`src/rtl/mdc_pkg.sv`:
```
package mdc_pkg;

    localparam int ErrW    = 20;
    localparam int NowW    = 32;
    localparam int DriveW  = 8;
    localparam int FiltW   = 24;
    localparam int ModeW   = 2;
    localparam int GainW   = 10;
    localparam int AlphaW  = 17;
    localparam int CfgIdxW = 2;
    localparam int CfgW    = AlphaW;
    localparam int InDataW = 56;
    localparam int OutDataW = 16;

    localparam int MulAW = 25;
    localparam int MulBW = 18;
    localparam int ProdW = MulAW + MulBW;

    localparam logic [ModeW-1:0] MODE_PWM_DIR = 2'd0;
    localparam logic [ModeW-1:0] MODE_FWD_REV = 2'd1;
    localparam logic [ModeW-1:0] MODE_AC      = 2'd2;

    localparam logic [CfgIdxW-1:0] REG_MODE  = 2'd0;
    localparam logic [CfgIdxW-1:0] REG_GAIN  = 2'd1;
    localparam logic [CfgIdxW-1:0] REG_ALPHA = 2'd2;

    localparam logic [AlphaW-1:0] ALPHA_ONE   = 17'd65536;
    localparam int                SPEED_LIMIT = 65280;
    localparam int                DEADBAND    = 128;
    localparam int                MIN_ERR     = 256;
    localparam int                MAX_ERR     = 5120;
    localparam int                ON_TIME_MS  = 20;
    localparam int                FILT_MAX    = 8388607;
    localparam int                FILT_MIN    = -8388608;
    localparam int                ROUND_HALF  = 32768;

    typedef enum logic [2:0] {
        S_IDLE,
        S_SPD,
        S_CLP,
        S_FLT,
        S_UPD,
        S_OUT
    } t_state;

    typedef struct packed {
        logic signed [MulAW-1:0] a;
        logic signed [MulBW-1:0] b;
    } t_mul_op;

endpackage

```
`src/rtl/mdc_mul.sv`:
```
module mdc_mul
    import mdc_pkg::*;
(
    input  logic                    i_clk,
    input  t_mul_op                 i_op,
    output logic signed [ProdW-1:0] o_prod
);

    logic signed [ProdW-1:0] r_prod;

    always_ff @(posedge i_clk) begin
        r_prod <= i_op.a * i_op.b;
    end

    assign o_prod = r_prod;

endmodule

```
`src/rtl/motor_drive_controller.sv`:
```
// Proportional H-bridge / AC motor drive.
// Input stream (s_axis): one beat per control sample, error in degrees (Q.8)
// and a millisecond timestamp. Output stream (m_axis): one beat per sample,
// the two pin levels. Config port: write mode, gain and filter weight while
// the block is idle; index 3 is ignored.
// Steps from input beat to output valid in the pwm modes: gain multiply,
// clamp, filter multiply, filter update, output; ac mode skips the first
// two and the unused mode goes straight to output. One shared 25x18
// multiplier does the gain and filter multiplies in turn; s_axis_tready
// is high only in the idle state, so a sample waits until the last has left.
// The output beat sits in a register; if the sink stalls, the sequencer
// waits in its last step and the next sample waits for it.
// Reset: filter, pulse timer and pin levels clear; mode 0, gain 1, weight 1.0.
module motor_drive_controller
    import mdc_pkg::*;
(
    input  logic                 i_clk,
    input  logic                 i_rst_n,
    input  logic                 s_axis_tvalid,
    output logic                 s_axis_tready,
    input  logic [InDataW-1:0]   s_axis_tdata,  // error_deg[19:0], now_ms[51:20]
    output logic                 m_axis_tvalid,
    input  logic                 m_axis_tready,
    output logic [OutDataW-1:0]  m_axis_tdata,  // drive_a[7:0], drive_b[15:8]
    input  logic                 i_cfg_wr_en,
    input  logic [CfgIdxW-1:0]   i_cfg_index,
    input  logic [CfgW-1:0]      i_cfg_data
);

    t_state r_state, n_state;

    logic [ModeW-1:0]         r_mode;
    logic [GainW-1:0]         r_gain;
    logic [AlphaW-1:0]        r_alpha;
    logic signed [ErrW-1:0]   r_err;
    logic [NowW-1:0]          r_now;
    logic signed [ErrW-1:0]   r_x;
    logic signed [FiltW-1:0]  r_fv;
    logic [NowW-1:0]          r_last;
    logic [DriveW-1:0]        r_held_a, r_held_b;
    logic                     r_out_valid;
    logic [OutDataW-1:0]      r_out_data;

    t_mul_op                  mul_op;
    logic signed [ProdW-1:0]  prod;
    logic                     in_acc, out_free, out_load;

    logic [AlphaW-1:0]        alpha_c;
    logic signed [MulAW-1:0]  diff;
    logic signed [ProdW-1:0]  prod_rnd;
    logic signed [FiltW+3:0]  fv_sum;
    logic signed [ErrW-1:0]   spd_clamp;

    logic [FiltW-1:0]         mag;
    logic [DriveW-1:0]        duty;
    logic                     dead, pos;
    logic [12:0]              off_diff;
    logic [15:0]              off_mul;
    logic [NowW-1:0]          off_thr, elapsed;
    logic [DriveW-1:0]        n_held_a, n_held_b;
    logic                     n_restart;

    mdc_mul u_mul (
        .i_clk  (i_clk),
        .i_op   (mul_op),
        .o_prod (prod)
    );

    assign in_acc   = s_axis_tvalid && s_axis_tready;
    assign out_free = !r_out_valid || m_axis_tready;

    // next state
    always_comb begin
        n_state = r_state;
        case (r_state)
            S_IDLE: begin
                if (in_acc) begin
                    if (r_mode == MODE_PWM_DIR || r_mode == MODE_FWD_REV)
                        n_state = S_SPD;
                    else if (r_mode == MODE_AC)
                        n_state = S_FLT;
                    else
                        n_state = S_OUT;
                end
            end
            S_SPD: n_state = S_CLP;
            S_CLP: n_state = S_FLT;
            S_FLT: n_state = S_UPD;
            S_UPD: n_state = S_OUT;
            S_OUT: begin
                if (out_free)
                    n_state = S_IDLE;
            end
            default: n_state = S_IDLE;
        endcase
    end

    // datapath arithmetic
    always_comb begin
        alpha_c = (r_alpha > ALPHA_ONE) ? ALPHA_ONE : r_alpha;
        diff    = MulAW'(r_x) - MulAW'(r_fv);

        mul_op.a = MulAW'(r_err);
        mul_op.b = MulBW'({8'd0, r_gain});
        if (r_state == S_FLT) begin
            mul_op.a = diff;
            mul_op.b = MulBW'({1'b0, alpha_c});
        end

        if (prod > ProdW'(SPEED_LIMIT))
            spd_clamp = ErrW'(SPEED_LIMIT);
        else if (prod < -ProdW'(SPEED_LIMIT))
            spd_clamp = -ErrW'(SPEED_LIMIT);
        else
            spd_clamp = prod[ErrW-1:0];

        // round to nearest, halves up: floor((p + 2^15) / 2^16)
        prod_rnd = prod + ProdW'(ROUND_HALF);
        fv_sum   = (FiltW+4)'(r_fv) + (FiltW+4)'($signed(prod_rnd[ProdW-1:16]));
    end

    // outputs of the sequencer
    always_comb begin
        s_axis_tready = (r_state == S_IDLE);
        out_load      = (r_state == S_OUT) && out_free;

        mag  = r_fv[FiltW-1] ? FiltW'(-r_fv) : FiltW'(r_fv);
        duty = (mag[FiltW-1:16] != '0) ? '1 : mag[15:8];
        pos  = !r_fv[FiltW-1] && (r_fv != '0);
        dead = (r_err > -ErrW'(DEADBAND)) && (r_err < ErrW'(DEADBAND));

        off_diff = 13'(MAX_ERR) - mag[12:0];
        off_mul  = {1'b0, off_diff, 2'b00} + {3'b000, off_diff};
        off_thr  = 32'(ON_TIME_MS);
        if (mag <= FiltW'(MAX_ERR))
            off_thr = 32'(ON_TIME_MS) + {24'd0, off_mul[15:8]};
        elapsed = r_now - r_last;

        n_held_a  = r_held_a;
        n_held_b  = r_held_b;
        n_restart = 1'b0;
        case (r_mode)
            MODE_PWM_DIR: begin
                n_held_a = dead ? '0 : duty;
                n_held_b = DriveW'(pos);
            end
            MODE_FWD_REV: begin
                if (dead) begin
                    n_held_a = '0;
                    n_held_b = '0;
                end else if (pos) begin
                    n_held_a = duty;
                    n_held_b = '0;
                end else begin
                    n_held_a = '0;
                    n_held_b = duty;
                end
            end
            MODE_AC: begin
                if (mag >= FiltW'(MIN_ERR)) begin
                    if (elapsed > 32'(ON_TIME_MS)) begin
                        n_held_a = '0;
                        n_held_b = '0;
                    end
                    if (elapsed > off_thr) begin
                        n_restart = 1'b1;
                        if (pos)
                            n_held_a = DriveW'(1);
                        else
                            n_held_b = DriveW'(1);
                    end
                end else begin
                    n_held_a = '0;
                    n_held_b = '0;
                end
            end
            default: begin
                n_held_a = r_held_a;
                n_held_b = r_held_b;
            end
        endcase
    end

    always_ff @(posedge i_clk) begin
        if (!i_rst_n) begin
            r_state     <= S_IDLE;
            r_mode      <= MODE_PWM_DIR;
            r_gain      <= GainW'(1);
            r_alpha     <= ALPHA_ONE;
            r_fv        <= '0;
            r_last      <= '0;
            r_held_a    <= '0;
            r_held_b    <= '0;
            r_out_valid <= 1'b0;
        end else begin
            r_state <= n_state;
            if (i_cfg_wr_en) begin
                case (i_cfg_index)
                    REG_MODE:  r_mode  <= i_cfg_data[ModeW-1:0];
                    REG_GAIN:  r_gain  <= i_cfg_data[GainW-1:0];
                    REG_ALPHA: r_alpha <= i_cfg_data[AlphaW-1:0];
                    default: ;
                endcase
            end
            if (r_state == S_UPD) begin
                if (fv_sum > (FiltW+4)'(FILT_MAX))
                    r_fv <= FiltW'(FILT_MAX);
                else if (fv_sum < (FiltW+4)'(FILT_MIN))
                    r_fv <= FiltW'(FILT_MIN);
                else
                    r_fv <= fv_sum[FiltW-1:0];
            end
            if (out_load) begin
                r_held_a <= n_held_a;
                r_held_b <= n_held_b;
                if (n_restart)
                    r_last <= r_now;
            end
            if (out_load)
                r_out_valid <= 1'b1;
            else if (m_axis_tready)
                r_out_valid <= 1'b0;
        end
    end

    always_ff @(posedge i_clk) begin
        if (in_acc) begin
            r_err <= s_axis_tdata[ErrW-1:0];
            r_now <= s_axis_tdata[ErrW+NowW-1:ErrW];
            r_x   <= s_axis_tdata[ErrW-1:0];
        end else if (r_state == S_CLP) begin
            r_x <= spd_clamp;
        end
        if (out_load)
            r_out_data <= {n_held_b, n_held_a};
    end

    assign m_axis_tvalid = r_out_valid;
    assign m_axis_tdata  = r_out_data;

endmodule

```
`config.mk`:
```
export PLATFORM = sky130hd
export DESIGN_NAME = motor_drive_controller
export DESIGN_NICKNAME = d
export VERILOG_FILES = /design/src/rtl/mdc_pkg.sv /design/src/rtl/mdc_mul.sv /design/src/rtl/motor_drive_controller.sv
export SDC_FILE = /design/constraint.sdc
export NUM_CORES = 2
export LEC_CHECK = 0
export ABC_AREA = 1
export BUFFER_PORTS_ARGS = -buffer_cell sky130_fd_sc_hd__clkbuf_2
export CAP_MARGIN = 20
export CORE_ASPECT_RATIO = 0.75
export CORE_MARGIN = 5
export CORE_UTILIZATION = 40
export DETAILED_ROUTE_END_ITERATION = 16
export PLACE_DENSITY_LB_ADDON = 0.08
export SLEW_MARGIN = 10
export SYNTH_ARGS = -nofsm -noshare
export SYNTH_HDL_FRONTEND = slang
export SYNTH_HIERARCHICAL = 1
export SYNTH_SLANG_ARGS = --single-unit
```
`constraint.sdc`:
```
create_clock -name i_clk -period 9.1 [get_ports i_clk]
set_input_delay 0.91 -clock i_clk [delete_from_list [all_inputs] [get_ports i_clk]]
set_output_delay 0.91 -clock i_clk [all_outputs]
set_load 0.03 [all_outputs]
```
Word level (Yosys, flattened, before mapping). Cells that the tools add are included.

Flip-flop bits (word level): 236. Latch bits: 0. Bits in writable memories: 0. Memory bits (read-only): 0. Bits of input ports: 80. Output and inout bits: 18. Word-level logic and storage cells: 101. Memories: 0.

$add $sub $neg: 8. Multipliers: 1. Div/mod/pow operators: 0. $lt $le $gt $ge: 11. Equality and inequality tests: 11. Shift operators: 0. Muxes and demuxes: 36. Bitwise gates (word level): 0. Reductions and logical operators: 20.

Operators with widths (number): two-way mux 8 bit (14); two-way mux 20 bit (4); two-way mux 24 bit (3); one-hot mux 8 bit (3 select lines) (2); adder 43 x 17 -> 43 bit (second input constant) (1); greater-than comparator 43 x 17 -> 1 bit (second input constant) (1); < comparator 43 x 17 -> 1 bit (second input constant) (1); multiplier 25 x 18 -> 43 bit (1); two-way mux 43 bit (1); greater-than comparator 32 bit (1); greater-than comparator 32 x 5 -> 1 bit (second input constant) (1); subtractor 32 bit (1); adder 24 x 27 -> 28 bit (1); greater-than comparator 28 x 24 -> 1 bit (second input constant) (1); < comparator 28 x 24 -> 1 bit (second input constant) (1); subtractor 20 x 24 -> 25 bit (1); >= comparator 24 x 9 -> 1 bit (second input constant) (1); <= comparator 24 x 13 -> 1 bit (second input constant) (1); negator 24 bit (1); nonzero test 24 bit (1); greater-than comparator 20 x 8 -> 1 bit (second input constant) (1); < comparator 20 x 9 -> 1 bit (second input constant) (1); one-hot mux 3 bit (6 select lines) (1); greater-than comparator 17 bit (second input constant) (1); 22 further kinds (44).

Depth between registers and ports, before layout.
Depth after elaboration: 11. Gate-level depth with buffers: 45. Mapped depth without buffers: 44.

Hierarchy. The synthesis kept the hierarchy.

Modules (own cells, without submodules): mdc_mul (times used 1, cells an instance 2419, area an instance 18305.1 µm², seq. area each 860.8 µm²); motor_drive_controller (times used 1, cells an instance 2201, area an instance 15228.4 µm², seq. area each 4744.6 µm²).

Worst setup path before layout. OpenSTA, ideal clock, no wires.

Path kind: register -> register. Start: register r_fv[0]. End: register u_mul.r_prod[41], in the netlist u_mul/o_prod[41]. Arrival time: 7851 ps. Required time: 8987 ps. Slack: 1137 ps. Cell stages (with the launch flop): 36. Buffers on the path: 2. Clock period less this slack: 7963 ps. Cells stage by stage: dfxtp_1 -> ha_1 -> fa_1 -> inv_1 -> nand3_1 -> nand3_1 -> a21oi_1 -> o21ai_1 -> a31oi_1 -> o21ai_1 -> a21oi_1 -> o21ai_1 -> nand2_1 -> nand3_1 -> nand3_1 -> nand2_1 -> clkbuf_1 -> clkbuf_1 -> nand2_1 -> fa_1 -> inv_1 -> fa_1 -> fa_1 -> fa_1 -> fa_1 -> inv_1 -> fa_1 -> inv_1 -> ha_1 -> inv_1 -> nor3_1 -> nand2_1 -> nor2_1 -> nand3_1 -> nand4_1 -> nand2_1.

RTL lines: start: declaration (RTL line motor_drive_controller.sv:38) `logic signed [FiltW-1:0] r_fv;`; start signal: assignment (RTL line motor_drive_controller.sv:207) `r_fv <= FiltW'(FILT_MAX);`; start signal: assignment (RTL line motor_drive_controller.sv:209) `r_fv <= FiltW'(FILT_MIN);`; start signal: assignment (RTL line motor_drive_controller.sv:211) `r_fv <= fv_sum[FiltW-1:0];`; end signal: assignment (RTL line mdc_mul.sv:12) `r_prod <= i_op.a * i_op.b;`; end: declaration (RTL line mdc_mul.sv:9) `logic signed [ProdW-1:0] r_prod;`.

==> summary.md <==
The power per unit of standard cell area was 266 nW/um^2; the residual antenna-violating net count after detailed routing was 0. Data on the critical path is required at its endpoint by 9.54 ns. Detailed routing inserted a total of 28100 vias. The design area came out at 36400 um^2. The gate count after technology mapping came out at 4620.

The multi-input combinational cells in the finished layout cover a total of 23400 um^2. The cell at the root of the clock tree was sky130_fd_sc_hd__clkbuf_16. On the final layout, the worst clock skew is 0.0191 ns. The logs give 43.6% for the final core utilization and 8.97 ns for the data arrival at the endpoint of the critical path.

Share of post-route cells with drive strength above 1: 8.26%. Dividing the final minimum period by the clock period gives 93.7%. The number of distinct library cells after synthesis was 61; the switching power share of the total was 55.3%. Before antenna repair, the detailed router went through 5 iterations.

The tools report the number of max-slew violations in the final report as 0. In the routed layout, each cell is associated on average with a via count of 4.83. The total number of H-tree levels was 1. Summing every instance area after synthesis gives 33500 um^2. The detailed router finished its first iteration with 2042 violations.

In this run the vertical extent of the chip is 261 um. On the worst path, the slowest cell contributes a delay of 0.55 ns. TritonCTS built the clock tree. Internal power comes to 4.33 mW. The kind of critical path was reg2reg.

The full die area was 89800 um^2. In the post-synthesis netlist, the biggest area contributors are sky130_fd_sc_hd__fa_1, sky130_fd_sc_hd__nand2_1, sky130_fd_sc_hd__inv_1. The routed wirelength normalized by instance count is 16.9 um, and the synthesized area per cell is 7.26 um^2. The floorplan step defined a core boundary enclosing 83600 um^2. In this run the horizontal extent of the chip is 344 um.

The run gives 82600 um as the post-DP HPWL. The cell type with the highest occurrence count on the critical path is sky130_fd_sc_hd__nand2_1. For this run, the number of Yosys warnings is 6. 98 I/O pins were placed.

Entering global routing, the biggest net connects 65 pins. After floorplanning, the core was divided into 92 placement rows. The worst setup path is launched from a register. Summed over all cells, the static leakage comes to 19.4 nW. Headroom to the max-slew limit came out at 30.0%.

The final-report hold violation count is 0. Registers are responsible for 16.1% of the overall power. At the pin with the least slew margin, the transition time is 1.05 ns.

Setup repair after global routing left no endpoint under its margin. Global routing used 22.2% of the available tracks. After clock tree synthesis, the clock-pin slew on the worst setup and hold paths is 0.06 ns. The routability congestion estimate was 0.928; the clock latency on the worst-skew pair was 0.55 ns.

The logs give 0.572 ns for the post-layout worst setup margin and 16.7% for the register area share after synthesis. Fill cell instance count of the final layout: 8753. The tools report the power dissipated by switching net loads as 5.35 mW. The clock network is responsible for 10.1% of the overall power. The count of buffers inserted at the top-level ports is 93. The class of the tightest hold or removal check is reg2reg. The initial antenna violation count is 4, and the register area is 5610 um^2. After synthesis the netlist holds a flip-flop and latch count of 236. The number of global-route vias before repair is 26900. The worst IR drop on VDD was 0.000147 V. No sink is reached through more buffers than the 3 on the longest clock path. Along the worst path, the maximum fanout reaches 18. Combinational cells account for 73.7% of the total power. The largest individual stage delay along the critical path comes from the cell sky130_fd_sc_hd__fa_1. The tools report the starting utilization of the core area as 40.1%. Number of remaining DRC errors: 0. The count of flip-flops with a built-in enable after synthesis came out at 88. The clock drives 236 sinks.

The library cell occupying the most area in the post-synthesis netlist was sky130_fd_sc_hd__fa_1. The portion of synthesized cell area occupied by the leading cell type was 26.5%; the timing-limited maximum frequency was 117 MHz. Buffers inserted to repair hold after CTS numbered 0. The share of synthesized flip-flops with an asynchronous set or reset was 0%; the TritonCTS buffer count was 25. The tools report the number of nets in the synthesized netlist as 5357. The routed design has 98500 um of wire. The main flop type after synthesis is sky130_fd_sc_hd__dfxtp_1. The final-stage net count was 5414.

The count of cells in the finished layout, fillers not included, comes to 5825. The worst setup path is captured at a register. Before CTS, the worst setup slack after placement is 0.463 ns. Across the run, the number of max-cap violations was 0. The smallest clock period supported by the final layout is computed as 8.53 ns. Once placement finished, the instance area stood at 35600 um^2. The setup total negative slack is 0 ns. The global route total overflow was 0; the first-pass GRT wire length was 157000 um. The area growth from synthesis to layout is 8.65%.

The flow ran to the end, and the final reports show no timing, DRC or antenna violations. The number of placed instances with taps included was 5776. Setup violations remaining at the end of the flow were counted as 0.
[registers in the layout, indices dropped and copies added (netlist names)]
signal,count
r_held_a,8
m_axis_tdata,16
r_state,3
u_mul/o_prod,43
r_alpha,17
r_held_b,8
r_now,32
r_fv,24
m_axis_tvalid,1
r_last,32
r_mode,2
r_err,20
r_x,20
r_gain,10
[synthesized netlist by cell type (all sizes together), types with 24 or more instances]
cell	count
nor2	303
clkbuf	123
inv	1090
dfxtp	148
o21ai	183
nor3	43
nand3	208
nand2	1264
edfxtp	88
ha	213
xor2	79
buf	24
xnor2	29
fa	444
nand4	39
a21oi	213
[final timing paths]
check / cells past startpoint / end / slack (ns) / from
min reg2reg: 2 / r_last[0] / 0.45 / r_last[0]
min: 2 / r_last[0] / 0.45 / r_last[0]
max reg2reg: 43 / u_mul/o_prod[41] / 0.57 / r_fv[2]
max: 43 / u_mul/o_prod[41] / 0.57 / r_fv[2]
[metal layers]
metal	GRT usage [%]	vias to the layer above	share of wire (%)
met2	30.2	632	38
met4	2.23	2	1.2
met3	3.15	57	6.2
met5	0	-	0.011
li1	-	14100	-
met1	37.6	13400	54
[critical path, delay by kind of cell (launching register included)]
family                   cells  cell delay [ns]
buffers and inverters        8             0.70
AND/OR/NAND/NOR             21             2.07
AO/OA/AOI/OAI                6             1.32
flip-flops                   1             0.45
adder cells (fa/ha/maj)      8             3.80
[cells in the final DEF, fill, tap and decap left out, types with 13 or more instances in the layout]
| cell | netlist | layout |
|---|---|---|
| sky130_fd_sc_hd__nand2_1 | 1232 | 1231 |
| sky130_fd_sc_hd__inv_1 | 1075 | 1073 |
| sky130_fd_sc_hd__fa_1 | 444 | 443 |
| sky130_fd_sc_hd__nor2_1 | 279 | 278 |
| sky130_fd_sc_hd__ha_1 | 213 | 213 |
| sky130_fd_sc_hd__nand3_1 | 194 | 194 |
| sky130_fd_sc_hd__a21oi_1 | 179 | 178 |
| sky130_fd_sc_hd__dfxtp_1 | 148 | 148 |
| sky130_fd_sc_hd__o21ai_0 | 139 | 121 |
| sky130_fd_sc_hd__clkbuf_2 | 0 | 93 |
| sky130_fd_sc_hd__edfxtp_1 | 88 | 88 |
| sky130_fd_sc_hd__buf_4 | 6 | 81 |
| sky130_fd_sc_hd__xor2_1 | 79 | 79 |
| sky130_fd_sc_hd__o21ai_1 | 41 | 55 |
| sky130_fd_sc_hd__nand4_1 | 39 | 39 |
| sky130_fd_sc_hd__a21oi_2 | 34 | 35 |
| sky130_fd_sc_hd__nor3_1 | 40 | 33 |
| sky130_fd_sc_hd__nand2_2 | 28 | 29 |
| sky130_fd_sc_hd__xnor2_1 | 29 | 29 |
| sky130_fd_sc_hd__clkbuf_16 | 0 | 25 |
| sky130_fd_sc_hd__nor2_2 | 19 | 20 |
| sky130_fd_sc_hd__inv_2 | 15 | 17 |
| sky130_fd_sc_hd__o21bai_1 | 16 | 16 |
| sky130_fd_sc_hd__or2_2 | 15 | 15 |
| sky130_fd_sc_hd__nor4_1 | 14 | 14 |
| sky130_fd_sc_hd__nand3_2 | 13 | 13 |
[what timing repair did]
item,4_1_cts,5_1_grt
setup buffers,0,0
gates resized for setup,0,3
endpoints found under the setup margin,0,10
[per-stage QoR]
step,power (mW),hold slack (ns)
6_report,9.69,0.452
5_1_grt,10.8,0.474
4_1_cts,9.72,0.453
3_5_place_dp,8.66,0.444
3_3_place_gp,8.69,0.438
2_1_floorplan,6.58,0.428
[power groups by stage]
| stage | registers (mW) | clock network (mW) | logic [mW] |
|---|---|---|---|
| global route | 1.59 | 1.06 | 8.18 |
| finish | 1.56 | 0.980 | 7.14 |
| detailed placement | 1.58 | 0 | 7.08 |
| CTS | 1.56 | 1.01 | 7.15 |
| floorplan | 1.52 | 0 | 5.06 |
| global placement | 1.58 | 0 | 7.11 |
[cell type report]
cell class	count	area share, %
clock buffers	36	1.91
clock inverters	9	0.168
inverters	1094	11.3
flip-flops and latches	236	15.4
well taps	1128	3.87
repair buffers	177	3.11
diodes	2	0.0137
multi-input cells	3143	64.3
[kinds of logic after synthesis]
logic type	Yosys count	synth area share (%)
compound gates	468	8.00
xor+xnor	108	2.82
fa+ha+maj	657	34.5
buf+inv	1241	14.1
flops	236	16.7
other cells	2	0.0224
simple gates	1908	23.9
(Power assumes the default switching activity.)
